**src/rtl/mrsd_pkg.sv**
```systemverilog
// Shared types and constants of the macro record stream decoder.
// No dependencies; every other file of the block refers to this package.
package mrsd_pkg;

    // Stream limit: bytes past this count are ignored.
    localparam int unsigned MAX_STREAM_BYTES = 1024;
    localparam int unsigned POS_W            = $clog2(MAX_STREAM_BYTES + 1);

    localparam logic [POS_W-1:0] POS_LIMIT      = POS_W'(MAX_STREAM_BYTES);
    localparam logic [POS_W-1:0] POS_PROBE_LAST = POS_W'(7);
    localparam logic [POS_W-1:0] POS_PROBE_LEN  = POS_W'(8);
    localparam logic [POS_W-1:0] POS_COUNT_HI   = POS_W'(32);
    localparam logic [POS_W-1:0] POS_COUNT_LO   = POS_W'(33);
    localparam logic [POS_W-1:0] POS_MODE       = POS_W'(34);
    localparam logic [POS_W-1:0] POS_HEADER_END = POS_W'(35);

    // Leading bytes of a record kept for decoding.
    localparam int unsigned REC_KEEP  = 9;
    localparam int unsigned REC_IDX_W = $clog2(REC_KEEP);

    localparam logic [7:0] REC_TYPE_KEY   = 8'd1;
    localparam logic [7:0] REC_TYPE_MOUSE = 8'd2;
    localparam logic [7:0] KEY_MIN_LEN    = 8'd7;
    localparam logic [7:0] MOUSE_MIN_LEN  = 8'd9;

    // Depth of the queue between the front and back parts.
    localparam int unsigned FIFO_DEPTH = 2;
    localparam int unsigned FIFO_PTR_W = $clog2(FIFO_DEPTH);
    localparam int unsigned FIFO_CNT_W = $clog2(FIFO_DEPTH + 1);

    // Result kinds.
    localparam logic [3:0] KIND_HEADER    = 4'd0;
    localparam logic [3:0] KIND_KEY       = 4'd1;
    localparam logic [3:0] KIND_MOUSE     = 4'd2;
    localparam logic [3:0] KIND_UNKNOWN   = 4'd3;
    localparam logic [3:0] KIND_TRUNCATED = 4'd4;
    localparam logic [3:0] KIND_EMPTY     = 4'd5;
    localparam logic [3:0] KIND_NO_DATA   = 4'd6;
    localparam logic [3:0] KIND_SHORT_HDR = 4'd7;
    localparam logic [3:0] KIND_END       = 4'd8;

    typedef logic [REC_KEEP-1:0][7:0] t_rec_buf;

    typedef struct packed {
        logic [3:0]         result_kind;
        logic [9:0]         step_number;
        logic [15:0]        count_value;
        logic [7:0]         mode_or_kind;
        logic [7:0]         modifier_mask;
        logic [7:0]         key_code;
        logic [7:0]         action_type;
        logic [15:0]        delay_ms;
        logic [7:0]         button_mask;
        logic signed [7:0]  move_x;
        logic signed [7:0]  move_y;
        logic [7:0]         wheel_value;
    } t_result;

    typedef struct packed {
        logic full;
        logic empty;
    } t_fifo_status;

endpackage

```
**src/rtl/mrsd_front.sv**
```systemverilog
// Front part: accepts stream bytes, tracks slot state and builds result transactions.
// Depends on mrsd_pkg.
module mrsd_front (
    input  logic                i_clk,
    input  logic                i_rst_n,
    input  logic                i_valid,
    output logic                o_stall,
    input  logic [7:0]          i_data_byte,
    input  logic                i_end_of_stream,
    input  mrsd_pkg::t_fifo_status i_fifo_status,
    output logic                o_push,
    output mrsd_pkg::t_result   o_push_data
);

    logic [mrsd_pkg::POS_W-1:0] r_pos, n_pos;
    logic                       r_zero, n_zero;
    logic                       r_ones, n_ones;
    logic [15:0]                r_hdr, n_hdr;
    logic [7:0]                 r_len, n_len;
    logic [7:0]                 r_off, n_off;
    mrsd_pkg::t_rec_buf         r_buf, n_buf;
    logic [9:0]                 r_cnt, n_cnt;
    logic                       r_stop, n_stop;
    logic                       accept;
    logic                       has_res;
    mrsd_pkg::t_result          res;

    // Decode a completed record from its kept bytes.
    function automatic mrsd_pkg::t_result decode_record(
        input mrsd_pkg::t_rec_buf a,
        input logic [7:0]         len,
        input logic [9:0]         cnt
    );
        mrsd_pkg::t_result r;
        r             = '0;
        r.step_number = cnt + 10'd1;
        r.count_value = {8'd0, len};
        if (len >= mrsd_pkg::KEY_MIN_LEN && a[1] == mrsd_pkg::REC_TYPE_KEY) begin
            r.result_kind   = mrsd_pkg::KIND_KEY;
            r.modifier_mask = a[2];
            r.key_code      = a[3];
            r.action_type   = a[4];
            r.delay_ms      = {a[5], a[6]};
        end else if (len >= mrsd_pkg::MOUSE_MIN_LEN && a[1] == mrsd_pkg::REC_TYPE_MOUSE) begin
            r.result_kind = mrsd_pkg::KIND_MOUSE;
            r.button_mask = a[2];
            r.move_x      = $signed(a[3]);
            r.move_y      = $signed(a[4]);
            r.wheel_value = a[5];
            r.action_type = a[6];
            r.delay_ms    = {a[7], a[8]};
        end else begin
            r.result_kind = mrsd_pkg::KIND_UNKNOWN;
            r.mode_or_kind = (len >= 8'd2) ? a[1] : 8'd0;
        end
        return r;
    endfunction

    assign o_stall = i_fifo_status.full;
    assign accept  = i_valid && !i_fifo_status.full;

    always_comb begin
        n_pos   = r_pos;
        n_zero  = r_zero;
        n_ones  = r_ones;
        n_hdr   = r_hdr;
        n_len   = r_len;
        n_off   = r_off;
        n_buf   = r_buf;
        n_cnt   = r_cnt;
        n_stop  = r_stop;
        res     = '0;
        has_res = 1'b0;

        if (r_pos < mrsd_pkg::POS_LIMIT) begin
            n_pos = r_pos + 1'b1;
            if (r_pos < mrsd_pkg::POS_PROBE_LEN) begin
                if (i_data_byte != 8'h00) n_zero = 1'b0;
                if (i_data_byte != 8'hff) n_ones = 1'b0;
                if (r_pos == mrsd_pkg::POS_PROBE_LAST && (n_zero || n_ones)) begin
                    res.result_kind = mrsd_pkg::KIND_EMPTY;
                    has_res         = 1'b1;
                end
            end else if (!(r_zero || r_ones) && !r_stop) begin
                if (r_pos == mrsd_pkg::POS_COUNT_HI) begin
                    n_hdr = {i_data_byte, 8'h00};
                end else if (r_pos == mrsd_pkg::POS_COUNT_LO) begin
                    n_hdr = {r_hdr[15:8], i_data_byte};
                end else if (r_pos == mrsd_pkg::POS_MODE) begin
                    res.result_kind  = mrsd_pkg::KIND_HEADER;
                    res.count_value  = r_hdr;
                    res.mode_or_kind = i_data_byte;
                    has_res          = 1'b1;
                end else if (r_pos >= mrsd_pkg::POS_HEADER_END) begin
                    if (r_off == 8'd0) begin
                        if (i_data_byte == 8'd0) begin
                            n_stop = 1'b1;
                        end else begin
                            n_len    = i_data_byte;
                            n_buf[0] = i_data_byte;
                            n_off    = 8'd1;
                            // A one-byte record is complete on its length byte.
                            if (i_data_byte == 8'd1) begin
                                res     = decode_record(n_buf, n_len, r_cnt);
                                has_res = 1'b1;
                                n_cnt   = r_cnt + 10'd1;
                                n_off   = 8'd0;
                            end
                        end
                    end else begin
                        if (r_off < 8'(mrsd_pkg::REC_KEEP))
                            n_buf[r_off[mrsd_pkg::REC_IDX_W-1:0]] = i_data_byte;
                        n_off = r_off + 8'd1;
                        if (n_off == r_len) begin
                            res     = decode_record(n_buf, r_len, r_cnt);
                            has_res = 1'b1;
                            n_cnt   = r_cnt + 10'd1;
                            n_off   = 8'd0;
                        end
                    end
                end
            end
        end

        if (i_end_of_stream) begin
            if (!has_res) begin
                if (n_pos < mrsd_pkg::POS_PROBE_LEN) begin
                    res.result_kind = mrsd_pkg::KIND_NO_DATA;
                    has_res         = 1'b1;
                end else if (n_zero || n_ones) begin
                    has_res = 1'b0;
                end else if (n_pos < mrsd_pkg::POS_HEADER_END) begin
                    res.result_kind = mrsd_pkg::KIND_SHORT_HDR;
                    res.count_value = 16'(n_pos);
                    has_res         = 1'b1;
                end else if (!n_stop && n_off != 8'd0) begin
                    res.result_kind = mrsd_pkg::KIND_TRUNCATED;
                    res.step_number = r_cnt + 10'd1;
                    res.count_value = {8'd0, n_len};
                    has_res         = 1'b1;
                end else begin
                    res.result_kind = mrsd_pkg::KIND_END;
                    has_res         = 1'b1;
                end
            end
            // The next slot starts from a clean state.
            n_pos  = '0;
            n_zero = 1'b1;
            n_ones = 1'b1;
            n_hdr  = '0;
            n_len  = '0;
            n_off  = '0;
            n_cnt  = '0;
            n_stop = 1'b0;
        end
    end

    assign o_push      = accept && has_res;
    assign o_push_data = res;

    always_ff @(posedge i_clk) begin
        if (!i_rst_n) begin
            r_pos  <= '0;
            r_zero <= 1'b1;
            r_ones <= 1'b1;
            r_hdr  <= '0;
            r_len  <= '0;
            r_off  <= '0;
            r_cnt  <= '0;
            r_stop <= 1'b0;
        end else if (accept) begin
            r_pos  <= n_pos;
            r_zero <= n_zero;
            r_ones <= n_ones;
            r_hdr  <= n_hdr;
            r_len  <= n_len;
            r_off  <= n_off;
            r_cnt  <= n_cnt;
            r_stop <= n_stop;
        end
    end

    always_ff @(posedge i_clk) begin
        if (accept) begin
            r_buf <= n_buf;
        end
    end

endmodule

```
**src/rtl/mrsd_fifo.sv**
```systemverilog
// Short result queue between the front and back parts.
// Depends on mrsd_pkg.
module mrsd_fifo (
    input  logic                   i_clk,
    input  logic                   i_rst_n,
    input  logic                   i_push,
    input  mrsd_pkg::t_result      i_push_data,
    input  logic                   i_pop,
    output mrsd_pkg::t_result      o_pop_data,
    output mrsd_pkg::t_fifo_status o_status
);

    mrsd_pkg::t_result                r_mem [mrsd_pkg::FIFO_DEPTH];
    logic [mrsd_pkg::FIFO_PTR_W-1:0]  r_wr_ptr, n_wr_ptr;
    logic [mrsd_pkg::FIFO_PTR_W-1:0]  r_rd_ptr, n_rd_ptr;
    logic [mrsd_pkg::FIFO_CNT_W-1:0]  r_count;

    localparam logic [mrsd_pkg::FIFO_PTR_W-1:0] PTR_LAST =
        mrsd_pkg::FIFO_PTR_W'(mrsd_pkg::FIFO_DEPTH - 1);
    localparam logic [mrsd_pkg::FIFO_CNT_W-1:0] CNT_FULL =
        mrsd_pkg::FIFO_CNT_W'(mrsd_pkg::FIFO_DEPTH);

    assign o_status.full  = (r_count == CNT_FULL);
    assign o_status.empty = (r_count == '0);
    assign o_pop_data     = r_mem[r_rd_ptr];

    always_comb begin
        n_wr_ptr = (r_wr_ptr == PTR_LAST) ? '0 : r_wr_ptr + 1'b1;
        n_rd_ptr = (r_rd_ptr == PTR_LAST) ? '0 : r_rd_ptr + 1'b1;
    end

    always_ff @(posedge i_clk) begin
        if (!i_rst_n) begin
            r_wr_ptr <= '0;
            r_rd_ptr <= '0;
            r_count  <= '0;
        end else begin
            if (i_push) r_wr_ptr <= n_wr_ptr;
            if (i_pop)  r_rd_ptr <= n_rd_ptr;
            if (i_push && !i_pop)      r_count <= r_count + 1'b1;
            else if (!i_push && i_pop) r_count <= r_count - 1'b1;
        end
    end

    always_ff @(posedge i_clk) begin
        if (i_push) begin
            r_mem[r_wr_ptr] <= i_push_data;
        end
    end

endmodule

```
**src/rtl/mrsd_back.sv**
```systemverilog
// Back part: moves queued results into the output register and serves the stall.
// Depends on mrsd_pkg.
module mrsd_back (
    input  logic                   i_clk,
    input  logic                   i_rst_n,
    input  mrsd_pkg::t_fifo_status i_fifo_status,
    input  mrsd_pkg::t_result      i_pop_data,
    output logic                   o_pop,
    input  logic                   i_stall,
    output logic                   o_valid,
    output mrsd_pkg::t_result      o_result
);

    logic              r_valid;
    mrsd_pkg::t_result r_result;

    // Load whenever the register is empty or its content leaves this cycle.
    assign o_pop    = !i_fifo_status.empty && (!r_valid || !i_stall);
    assign o_valid  = r_valid;
    assign o_result = r_result;

    always_ff @(posedge i_clk) begin
        if (!i_rst_n) begin
            r_valid <= 1'b0;
        end else if (o_pop) begin
            r_valid <= 1'b1;
        end else if (!i_stall) begin
            r_valid <= 1'b0;
        end
    end

    always_ff @(posedge i_clk) begin
        if (o_pop) begin
            r_result <= i_pop_data;
        end
    end

endmodule

```
**src/rtl/macro_record_stream_decoder.sv**
```systemverilog
// Top level of the macro record stream decoder.
// Depends on mrsd_pkg, mrsd_front, mrsd_fifo and mrsd_back.
//
//   Channel | Direction | Handshake          | Payload
//   --------+-----------+--------------------+------------------------------------------
//   input   | in        | i_valid / o_stall  | i_data_byte, i_end_of_stream
//   result  | out       | o_valid / i_stall  | o_result_kind ... o_wheel_value
//
// One byte transaction is taken in every cycle while the two-entry result queue has room.
// Each result is queued as its byte is taken and loaded once the output register is free.
// Reset is synchronous and active low; it clears the slot state, the queue and o_valid.
// While i_stall is high the output register holds, the queue fills, and o_stall rises
// once both queue entries are taken, so the input side stops only when results back up.
//
// The front part follows the slot layout: an 8-byte probe for an empty slot, the 35-byte
// header whose last three bytes carry the count and mode, then length-prefixed action
// records. A record is decoded from its first nine bytes in the cycle its last byte
// arrives; longer records simply skip the rest. The end flag closes the slot and, if the
// last byte produced nothing else and the slot is not empty, yields a no data, short
// header, truncated or end result. Each end of stream resets the front's slot state.
module macro_record_stream_decoder (
    input  logic               i_clk,
    input  logic               i_rst_n,
    input  logic               i_valid,
    output logic               o_stall,
    input  logic [7:0]         i_data_byte,
    input  logic               i_end_of_stream,
    output logic               o_valid,
    input  logic               i_stall,
    output logic [3:0]         o_result_kind,
    output logic [9:0]         o_step_number,
    output logic [15:0]        o_count_value,
    output logic [7:0]         o_mode_or_kind,
    output logic [7:0]         o_modifier_mask,
    output logic [7:0]         o_key_code,
    output logic [7:0]         o_action_type,
    output logic [15:0]        o_delay_ms,
    output logic [7:0]         o_button_mask,
    output logic signed [7:0]  o_move_x,
    output logic signed [7:0]  o_move_y,
    output logic [7:0]         o_wheel_value
);

    mrsd_pkg::t_fifo_status fifo_status;
    mrsd_pkg::t_result      push_data;
    mrsd_pkg::t_result      pop_data;
    mrsd_pkg::t_result      result;
    logic                   push;
    logic                   pop;

    // Front part: byte acceptance, slot tracking and record decoding.
    mrsd_front u_front (
        .i_clk           (i_clk),
        .i_rst_n         (i_rst_n),
        .i_valid         (i_valid),
        .o_stall         (o_stall),
        .i_data_byte     (i_data_byte),
        .i_end_of_stream (i_end_of_stream),
        .i_fifo_status   (fifo_status),
        .o_push          (push),
        .o_push_data     (push_data)
    );

    // The queue decouples the two sides so a stalled output does not stop input at once.
    mrsd_fifo u_fifo (
        .i_clk       (i_clk),
        .i_rst_n     (i_rst_n),
        .i_push      (push),
        .i_push_data (push_data),
        .i_pop       (pop),
        .o_pop_data  (pop_data),
        .o_status    (fifo_status)
    );

    // Back part: output register toward the result consumer.
    mrsd_back u_back (
        .i_clk         (i_clk),
        .i_rst_n       (i_rst_n),
        .i_fifo_status (fifo_status),
        .i_pop_data    (pop_data),
        .o_pop         (pop),
        .i_stall       (i_stall),
        .o_valid       (o_valid),
        .o_result      (result)
    );

    assign o_result_kind   = result.result_kind;
    assign o_step_number   = result.step_number;
    assign o_count_value   = result.count_value;
    assign o_mode_or_kind  = result.mode_or_kind;
    assign o_modifier_mask = result.modifier_mask;
    assign o_key_code      = result.key_code;
    assign o_action_type   = result.action_type;
    assign o_delay_ms      = result.delay_ms;
    assign o_button_mask   = result.button_mask;
    assign o_move_x        = result.move_x;
    assign o_move_y        = result.move_y;
    assign o_wheel_value   = result.wheel_value;

endmodule
```
**config.mk**
```make
export PLATFORM = sky130hd
export DESIGN_NAME = macro_record_stream_decoder
export DESIGN_NICKNAME = d
export VERILOG_FILES = /design/src/rtl/mrsd_pkg.sv /design/src/rtl/mrsd_front.sv /design/src/rtl/mrsd_fifo.sv /design/src/rtl/mrsd_back.sv /design/src/rtl/macro_record_stream_decoder.sv
export SDC_FILE = /design/constraint.sdc
export NUM_CORES = 1
export LEC_CHECK = 0
export BUFFER_PORTS_ARGS = -buffer_cell sky130_fd_sc_hd__buf_2
export CAP_MARGIN = 10
export CORE_MARGIN = 4
export CORE_UTILIZATION = 55
export DETAILED_ROUTE_END_ITERATION = 6
export MAX_ROUTING_LAYER = met4
export PLACE_DENSITY = 0.71
export SLEW_MARGIN = 20
export SYNTH_ARGS = -nofsm -noshare
export SYNTH_HDL_FRONTEND = slang
export SYNTH_HIERARCHICAL = 1
export SYNTH_SLANG_ARGS = --single-unit
```
**constraint.sdc**
```tcl
create_clock -name i_clk -period 11.05 [get_ports i_clk]
set_input_delay 0.5525 -clock i_clk [delete_from_list [all_inputs] [get_ports i_clk]]
set_output_delay 0.5525 -clock i_clk [all_outputs]
set_load 0.005 [all_outputs]
```
==> run summary, run 1 <==
Routed length per instance: 21.1 um
First-pass GRT wire length: 67.0 mm
Vias in the first global route: 11,669
Setup tns final: 0 ns
Detailed Route WL: 42.4 mm
Hold Crit Endpoint: u_back/o_valid
Peak VDD IR: 0.146 mV
Hold Path Class: input port to flip-flop
Leakage Power: 7.73 nW
Core area: 34,700 um^2
Post-CTS Setup Repair Bufs: 0
CTS sink cnt: 456
Worst-path fanout max: 52
NumNets Final: 1,543
Mapped Area: 19,500 um^2
Worst-Skew Late Latency: 0.54 ns
Sequential area share after synthesis: 67.2%
Number of I/O pins: 125
GR Overflow Total: 0
Total track usage: 22.5%
Mean Syn Cell Area: 13.8 um^2
H-Tree Level Count: 2
Final Skew: 0.0161 ns
Fraction of the mapped netlist area in compound gates: 7.52%
DP Wirelength: 27.2 mm
Worst hold path cell count: 3
RSZ-0062 raised after global routing: false
Initial antenna violation count: 0
Simple-gate area share of the yosys netlist: 9.88%
R2R Setup Slk: 5.52 ns
Drt first pass iters: 5
CTS tree: yes
Top FF cell, synth: edfxtp_1
Gate Count Post-Synth: 1,409
Max-cap viol count: 0
Worst Hold Launch: i_stall
Die W: 196 um
Drt via density: 5.93
WHS: 0.317 ns
Fillers: 2,611
DR iter-0 viols: 1,026
IO buf count: 124
CP arrival: 5.70 ns
Die Area: 38,400 um^2
Mux share of post-synthesis cell area: 10.5%
Reg2reg start: u_front/r_off[0]
Initial core utilization: 56.0%
Post-CTS Hold Buffers: 0
Die H: 196 um
Fin. Hold Viols: 0
EDFF count, synth: 394
Vias: 11,900
Worst Max-Slew Pin Slew: 1.05 ns
Total CTS buffers: 45
Outcome: finished, final reports clean
Register area: 13,100 um^2
Tot Pwr: 4.40 mW
Crit Path Category: flip-flop to flip-flop
FF+latch count, synth: 456
Crit path time final: 5.53 ns
WP data required: 11.22 ns
CTS resizes: 0
Largest net degree at the start of global routing: 76
Area Overhead vs Synth: 12.4%
XOR/XNOR Fraction of Synth Area: 1.17%
Clock Root Buffer: clkbuf_16
Multi-input gate area: 5820 um^2
Ys Warns: 6
Achievable Freq: 181 MHz
Clk slew on worst S/H paths: 0.06 ns
Worst slew margin: 30.3%
# diodes: 0
Ys async rst share: 0%
Max-slew violation count: 0
Cell Rows: 68
Maximum root-to-sink buffer count: 3
Synth Area in Adders: 0.643%
PD cells: 201 nW/um^2
Final worst-path cycle share: 50.0%
Antenna-violating nets left: 0
FF-to-FF path depth: 12
Critical R2R Capture: u_fifo/r_mem[0][12]
Critical path launch point type: flip-flop
Final setup fails: 0
Share of layout cells above drive strength 1: 23.3%
Distinct cells, synth: 77
CP endpoint kind: flip-flop
Synthesized net count: 1,432
Largest family of logic cells by synthesized area: multiplexers
Placer Congestion: 0.935
DRC viols: 0
layout by cell type, fill, tap and decap left out, types with 10 or more instances in the layout:
cell type,netlist,final
nor3_1,18,18
clkinv_1,0,10
ha_1,10,10
edfxtp_1,394,394
o21ai_0,39,39
nand3_1,66,66
inv_1,57,57
a21boi_0,12,12
buf_2,16,124
nand2_1,64,64
mux2_2,138,138
and2_1,23,22
xnor2_1,11,11
a21oi_1,59,58
nor2b_1,33,32
buf_4,2,18
mux2i_1,48,48
dfxtp_1,62,61
clkbuf_16,0,46
xor2_1,15,15
nor2_1,104,102
a22oi_1,34,34
nand2b_1,11,11
flip-flops by register name, summed over array words and instances, names as in the netlist, 2 cells and up, named ones only:
register,cells
u_front/r_len,8
u_front/r_off,8
u_front/r_cnt,10
u_fifo/r_mem,220
u_fifo/r_count,2
u_front/r_buf,64
u_front/r_pos,11
u_front/r_hdr,16
u_back/o_result,110
per-layer routing:
layer	share of wire, %	vias up	global-route usage [%]
met5	0	-	-
met2	46	401	33.9
met3	5.8	56	3.13
met4	1.6	0	4.86
li1	-	5486	-
met1	46	5957	33.3
cell type report:
class                   count  area share (%)
flip-flops and latches    456            59.8
multi-input cells         818            26.6
clock buffers              53            5.38
repair buffers            142            3.46
well taps                 455            2.60
clock inverters            25            1.17
inverters                  57           0.978
worst max-delay path, cell delays in order, from the launching register on:
cell	delay, ns
dfxtp_1	0.47
ha_1	0.60
or3b_2	0.49
a21oi_1	0.15
a311oi_1	0.07
nor3_1	0.42
nand3_1	0.34
nand3_1	0.17
a21oi_1	0.11
a21oi_1	0.31
nor2b_4	0.70
buf_4	0.68
buf_4	0.55
worst max-delay path by stage:
stage,start,end,cells past startpoint
global route,u_front/r_off[0],u_fifo/r_mem[0][32],12
CTS,u_front/r_off[0],u_fifo/r_mem[0][32],12
detailed placement,u_front/r_off[0],u_fifo/r_mem[0][44],12
finish,u_front/r_off[0],u_fifo/r_mem[0][12],12
global placement,u_front/r_off[0],u_fifo/r_mem[0][39],12
floorplan,u_front/r_off[0],u_fifo/r_mem[0][0],10
report_power, final:
| part | switching, mW | internal (mW) | total (mW) |
|---|---|---|---|
| Combinational | 0.371 | 0.261 | 0.633 |
| Sequential | 0.0879 | 2.20 | 2.29 |
| Clock | 0.610 | 0.875 | 1.49 |
synth_stat cells, types with 5 or more instances:
library cell / instances / area (um^2)
nand3_1: 66 / 330
mux2i_1: 48 / 480
clkbuf_1: 47 / 176
o31ai_1: 5 / 37.5
a22oi_1: 34 / 255
mux2_2: 138 / 1550
or3_1: 6 / 37.5
a21oi_1: 59 / 295
nor2b_1: 33 / 206
xor2_1: 15 / 131
nand4_1: 8 / 50.1
nor2_1: 104 / 390
nor4_1: 7 / 43.8
a21boi_0: 12 / 90.1
dfxtp_1: 62 / 1240
o22a_1: 6 / 52.6
nand2_1: 64 / 240
nand2b_1: 11 / 68.8
edfxtp_1: 394 / 11800
and2_1: 23 / 144
xnor2_1: 11 / 96.3
ha_1: 10 / 125
nor3_1: 18 / 90.1
inv_1: 57 / 214
buf_6: 10 / 113
a31oi_1: 6 / 37.5
and3_1: 9 / 56.3
a21o_1: 5 / 37.5
o21ai_0: 39 / 195
buf_2: 16 / 80.1
per-stage QoR:
step | utilization, % | setup slack (ns) | cells | instance area [um^2]
6_report | 63.0 | 5.52 | 2006 | 21900
5_1_grt | 63.0 | 5.09 | 2006 | 21900
4_1_cts | 63.0 | 5.56 | 2006 | 21900
3_5_place_dp | 58.8 | 5.55 | 1928 | 20400
3_3_place_gp | 58.8 | 5.70 | 1928 | 20400
2_1_floorplan | - | 3.22 | 1409 | 19500
kinds of logic after synthesis:
kind of cell             count (synthesis)
AND/OR/NAND/NOR                        377
buffers and inverters                  135
AO/OA/AOI/OAI                          219
adder cells (fa/ha/maj)                 10
flip-flops                             456
multiplexers                           186
XOR/XNOR                                26
Power figures use the tool's default switching activity.
==> run 2: changes to the inputs <==
Settings changed: ABC_AREA set to 1, PLACE_DENSITY 0.71 to 0.74.
Clock period 11.05 ns to 4.7 ns, I/O delays scaled along.
==> run 2 against run 1 <==
Net effect: maximum frequency grew 39%; largest power group unchanged; critical endpoint is now u_fifo/r_mem[0][83]; critical path type unchanged; via count grew 6.7%; synthesized area rose by 2.5%; highest routed layer unchanged; worst setup slack worse by 4.8 ns.
==> run summary, run 2 <==
Outcome: finished, final reports clean
Detailed Route WL: 44.3 mm (+4.5%)
Worst-Skew Late Latency: 0.55 ns (about the same)
Achievable Freq: 251 MHz (+39%)
Max-cap viol count: 0 (unchanged)
Cell with the most instances on the worst path: nand2_1
P_int: 8.54 mW (+160%)
Crit path time final: 3.98 ns (-1.55 ns)
Max-slew violation count: 0 (unchanged)
Die H: 198 um (+1.2%)
Gate power share: 16.9% (+2.5 points)
Final setup fails: 0 (unchanged)
Number of I/O pins: 125 (unchanged)
Ranking of synthesized cells by area: edfxtp_1, mux2_4, dfxtp_1, nand2_1, a21oi_1
Top FF cell, synth: edfxtp_1
Core area: 35,700 um^2 (+2.7%)
Gate Count Post-Synth: 1,645 (+17%)
Commonest non-fill, non-tap cell in the layout: edfxtp_1
CTS sink cnt: 456 (unchanged)
Initial antenna violation count: 3 (+3)
Share of layout cells above drive strength 1: 22.1% (-1.3 points)
NumNets Final: 1,797 (+16%)
DP Wirelength: 29.5 mm (+8.5%)
IO buf count: 124 (unchanged)
Slowest cell delay on critical path: 0.47 ns (-0.23 ns)
Fillers: 2,714 (+3.9%)
GR Overflow Total: 0 (unchanged)
RSZ-0062 raised after global routing: false
Final Skew: 0.0228 ns (+0.00674 ns)
Fin. Hold Viols: 0 (unchanged)
Die W: 198 um (+1.2%)
WP data required: 4.86 ns (-6.36 ns)
Ys Warns: 6 (unchanged)
Most frequent cells in the layout: edfxtp_1, nand2_1, inv_1, buf_2, a21oi_1
Drt first pass iters: 6 (+1)
Leakage Power: 8.44 nW (+9.1%)
Post-CTS Setup Repair Bufs: 0 (unchanged)
CP endpoint kind: flip-flop
Post-synth top area share: 59.3% (-1.5 points)
Placer Congestion: 0.983 (+5.1%)
Sequential area share after synthesis: 65.5% (-1.7 points)
Post-CTS Hold Buffers: 6 (+6)
Vias in the first global route: 12,479 (+6.9%)
DR iter-0 viols: 1,248 (+22%)
Die Area: 39,400 um^2 (+2.4%)
Worst Max-Slew Pin Slew: 1.02 ns (-0.0270 ns)
Critical path launch point type: flip-flop
Area Overhead vs Synth: 13.1%
Critical path origin: u_front/r_pos[0]
Worst Hold Launch: i_data_byte[0]
CP max stage cell: nor4_1
Clock Root Buffer: clkbuf_16
Dominant cell type by area after synthesis: edfxtp_1
Clock power frac: 34.1% (+0.4 points)
Peak VDD IR: 0.894 mV (+510%)
Most common cell in the netlist: edfxtp_1
PD cells: 500 nW/um^2 (+150%)
Hold Path Class: input port to flip-flop
FF+latch count, synth: 456 (unchanged)
Sequential Power Share: 49.0% (-2.9 points)
Worst-path fanout max: 110 (+110%)
Drt via density: 5.59 (-5.8%)
Maximum root-to-sink buffer count: 3 (unchanged)
First-pass GRT wire length: 69.2 mm (+3.3%)
Routed length per instance: 19.5 um (-7.7%)
Worst slew margin: 32.1% (+1.8 points)
Most flops, register: u_fifo/r_mem
Critical-path cell list: ha_1, nand2_1, nor3_1, nand3_1, nand2_1, inv_1, nor4_1, nand2_1, nand2_1, nand2_1, a21oi_1, inv_1, nor2_4, buf_12
Synthesized net count: 1,668 (+16%)
CP arrival: 4.14 ns (-1.56 ns)
Crit Path Category: flip-flop to flip-flop
Mean Syn Cell Area: 12.1 um^2 (-12%)
Ys async rst share: 0% (unchanged)
Mapped Area: 20,000 um^2 (+2.5%)
Antenna-violating nets left: 0 (unchanged)
Initial core utilization: 56.0% (-0.091 points)
WHS: 0.0326 ns (-0.285 ns)
Cell Rows: 69 (+1.5%)
Sw Ratio: 24.2% (-0.030 points)
Total CTS buffers: 46 (+2.2%)
Sw Pwr: 2.73 mW (+160%)
Largest net degree at the start of global routing: 111 (+46%)
Total track usage: 23.0% (+0.46 points)
CTS tree: yes
EDFF count, synth: 394 (unchanged)
Vias: 12,697 (+6.7%)
Distinct cells, synth: 55 (-29%)
Max reg flops: 220 (unchanged)
Reg2reg start: u_front/r_pos[0]
Clk slew on worst S/H paths: 0.06 ns (about the same)
H-Tree Level Count: 2 (unchanged)
Final worst-path cycle share: 84.6% (+35 points)
CTS resizes: 0 (unchanged)
Setup tns final: 0 ns (unchanged)
DRC viols: 0 (unchanged)
Top cells by count, synth: edfxtp_1, nand2_1, inv_1, a21oi_1, nor2_1
==> run 2: cells by family after synthesis <==
family / share of synthesized area (%)
AOI/OAI and AO/OA: 5.96
xor gates and xnor gates: 0.702
adders and majority gates: 0.627
buffers and inverters: 5.68
DFF: 65.5
muxes: 8.09
and+or+nand+nor: 13.4
==> run 2: final timing paths <==
path / cells past startpoint / end / slack [ns]
setup reg to reg: 14 / u_fifo/r_mem[0][83] / 0.72
setup / recovery: 14 / u_fifo/r_mem[0][83] / 0.72
hold / removal: 3 / u_front/r_hdr[8] / 0.03
hold reg to reg: 2 / u_front/r_cnt[9] / 0.47
==> run 2: critical path: cells and delay by family, from the launching register on <==
kind / cells / cell delay [ns]
AND/OR/NAND/NOR: 9 / 1.74
adder cells (fa/ha/maj): 1 / 0.24
AO/OA/AOI/OAI: 1 / 0.29
flip-flops: 1 / 0.46
buffers and inverters: 3 / 0.60
==> run 2: routing by layer <==
metal,share of wire (%),global-route usage (%)
met1,42,29.9
met2,50,38.4
met3,5.9,3.44
met4,2.2,6.13
met5,0,-
==> run 2: cell type report <==
cell class                      count  area (um^2)  share of cell area, %
Clock buffer                       56         1200                   5.31
Tap cell                          461          577                   2.56
Sequential cell                   456        13100                   58.0
Clock inverter                     26          395                   1.75
Antenna cell                        3         7.51                 0.0333
Multi-Input combinational cell    952         5780                   25.6
Inverter                          168          638                   2.83
Timing Repair Buffer              150          881                   3.91
==> run 2: power groups by stage <==
stage,Clock (mW),Sequential (mW),Combinational (mW)
4_1_cts,3.93,5.54,1.95
3_5_place_dp,0,5.62,1.94
3_3_place_gp,0,5.59,1.92
2_1_floorplan,0,5.60,1.32
5_1_grt,4.11,5.59,2.06
6_report,3.85,5.52,1.91
==> run 2: stage by stage <==
stage	std cells	power (mW)	utilization (%)	worst slack [ns]	area, um^2
after floorplan	1645	6.93	-	0.0219	20000
after global placement	2181	7.51	58.6	0.878	20900
after detailed placement	2181	7.56	58.6	0.819	20900
after CTS	2269	11.4	63.2	0.812	22500
after global routing	2272	11.8	63.3	0.528	22600
final	2272	11.3	63.3	0.723	22600
==> run 3: changes to the inputs <==
Settings changed: ABC_AREA 1 to 0, PLACE_DENSITY 0.74 to 0.71.
Clock period 4.7 ns to 3.9 ns, I/O delays scaled along.
==> run 3 against run 2 <==
Net effect: worst hold slack better by 0.043 ns; register-to-register slack lost 0.40 ns; critical path type unchanged; design area down 1.1%; highest routed layer unchanged; final cell count is 10% lower; wire length fell by 2.2%; worst setup slack worse by 0.40 ns.
==> run summary, run 3 (synthesized netlist as in run 1, its figures left out) <==
Drt via density: 5.90 (+5.6%)
# diodes: 0 (-3)
Dpl ws: 0.304 ns (-0.514 ns)
DRC viols: 0 (unchanged)
WP data required: 4.15 ns (-0.71 ns)
Worst-path fanout max: 11 (-90%)
Total CTS buffers: 44 (-4.3%)
Crit path time final: 3.58 ns (-0.398 ns)
Die W: 196 um (-1.2%)
Leakage Power: 7.93 nW (-6.1%)
Max-slew violation count: 0 (unchanged)
Final setup fails: 0 (unchanged)
RSZ-0062 raised after global routing: false
Clock Root Buffer: clkbuf_16
Core area: 34,700 um^2 (-2.6%)
Initial antenna violation count: 0 (-3)
DR iter-0 viols: 1,156 (-7.4%)
Dpl cells: 1,959 (-10%)
Fillers: 2,544 (-6.3%)
Non-Filler Instances: 2,043 (-10%)
Worst slew margin: 41.1% (+9.0 points)
Final worst-path cycle share: 91.8% (+7.2 points)
Maximum root-to-sink buffer count: 3 (unchanged)
Hold Path Class: input port to flip-flop
Outcome: finished, final reports clean
Most flops, register: u_fifo/r_mem
PD cells: 562 nW/um^2 (+12%)
Detailed Route WL: 43.3 mm (-2.2%)
CP arrival: 3.83 ns (-0.31 ns)
DP Wirelength: 28.3 mm (-4.1%)
Die H: 196 um (-1.2%)
Achievable Freq: 279 MHz (+11%)
Final WS setup: 0.321 ns (-0.402 ns)
Number of I/O pins: 125 (unchanged)
Commonest non-fill, non-tap cell in the layout: edfxtp_1
Final Skew: 0.0207 ns (-0.00206 ns)
Total track usage: 23.1% (+0.16 points)
Area Overhead vs Synth: 14.6%
Final Core Density: 64.2% (+0.98 points)
Antenna-violating nets left: 0 (unchanged)
Drt first pass iters: 5 (-1)
CP endpoint kind: flip-flop
Placed inst area: 20,800 um^2 (-0.29%)
Fin. Hold Viols: 0 (unchanged)
GR Overflow Total: 0 (unchanged)
Worst Max-Slew Pin Slew: 0.878 ns (-0.141 ns)
Crit Path Category: flip-flop to flip-flop
Most frequent cells in the layout: edfxtp_1, mux2_2, buf_2, nor2_1
Vias: 12,057 (-5.0%)
Placer Congestion: 0.925 (-5.9%)
Max reg flops: 220 (unchanged)
Critical path launch point type: flip-flop
WHS: 0.0757 ns (+0.0432 ns)
IO buf count: 124 (unchanged)
Tot Pwr: 12.5 mW (+11%)
CTS sink cnt: 456 (unchanged)
Die Area: 38,400 um^2 (-2.4%)
H-Tree Level Count: 2 (unchanged)
Multi-input gate area: 5890 um^2 (+1.8%)
Share of layout cells above drive strength 1: 25.6% (+3.5 points)
Clk slew on worst S/H paths: 0.06 ns (about the same)
Worst-Skew Late Latency: 0.56 ns (about the same)
Design Area, Final: 22,300 um^2 (-1.1%)
First-pass GRT wire length: 68.3 mm (-1.4%)
Cell Rows: 68 (-1.4%)
Initial core utilization: 56.0% (+0.091 points)
Routed length per instance: 21.2 um (+8.8%)
Vias in the first global route: 11,790 (-5.5%)
Peak VDD IR: 0.553 mV (-38%)
Max-cap viol count: 0 (unchanged)
NumNets Final: 1,575 (-12%)
CTS tree: yes
Register area: 13,100 um^2 (about the same)
Largest net degree at the start of global routing: 62 (-44%)
Setup tns final: 0 ns (unchanged)
run 3: power by group:
group | internal (mW) | total, mW | switching [mW]
logic | 0.783 | 1.85 | 1.06
registers | 6.22 | 6.47 | 0.251
clock network | 2.47 | 4.21 | 1.74
total | 9.47 | 12.5 | 3.06
run 3: path summary, 6_finish.rpt:
path | start | to | slack (ns) | cells past startpoint
worst min register to register | u_front/r_hdr[2] | u_front/r_hdr[2] | 0.46 | 2
worst min-delay path | i_data_byte[3] | u_front/r_hdr[3] | 0.08 | 3
worst max register to register | u_front/r_off[2] | u_fifo/r_mem[0][80] | 0.32 | 9
worst max-delay path | u_front/r_off[2] | u_fifo/r_mem[0][80] | 0.32 | 9
run 3: repair_timing:
item | CTS | global route
buffers inserted | 0 | 0
endpoints found under the setup margin | 0 | 38
resized for setup | 0 | 2
endpoints found under the hold margin | 2 | 0
hold buffers | 2 | 0
run 3: layout make-up:
class	instances	share of cell area [%]
inverters	57	0.959
well taps	455	2.55
clock inverters	22	0.987
flip-flops and latches	456	58.7
clock buffers	60	5.49
repair buffers	175	4.91
multi-input cells	818	26.4
run 3: critical path: stages (launching register included):
cell and delay, ns:
dfxtp_1 0.62, and4_1 0.39, nand2_1 0.12, o32a_1 0.35, o21ai_0 0.21, nand2_1 0.33, a32oi_1 0.41, nand4bb_1 0.30
nand2_1 0.33, o221ai_1 0.21
run 3: metal layers:
layer	wire (um)	track usage (%)	vias to the layer above
met5	0	-	-
met4	692	4.81	0
met1	19500	33.6	6010
met2	20400	35.6	410
met3	2720	3.23	56
li1	-	-	5581
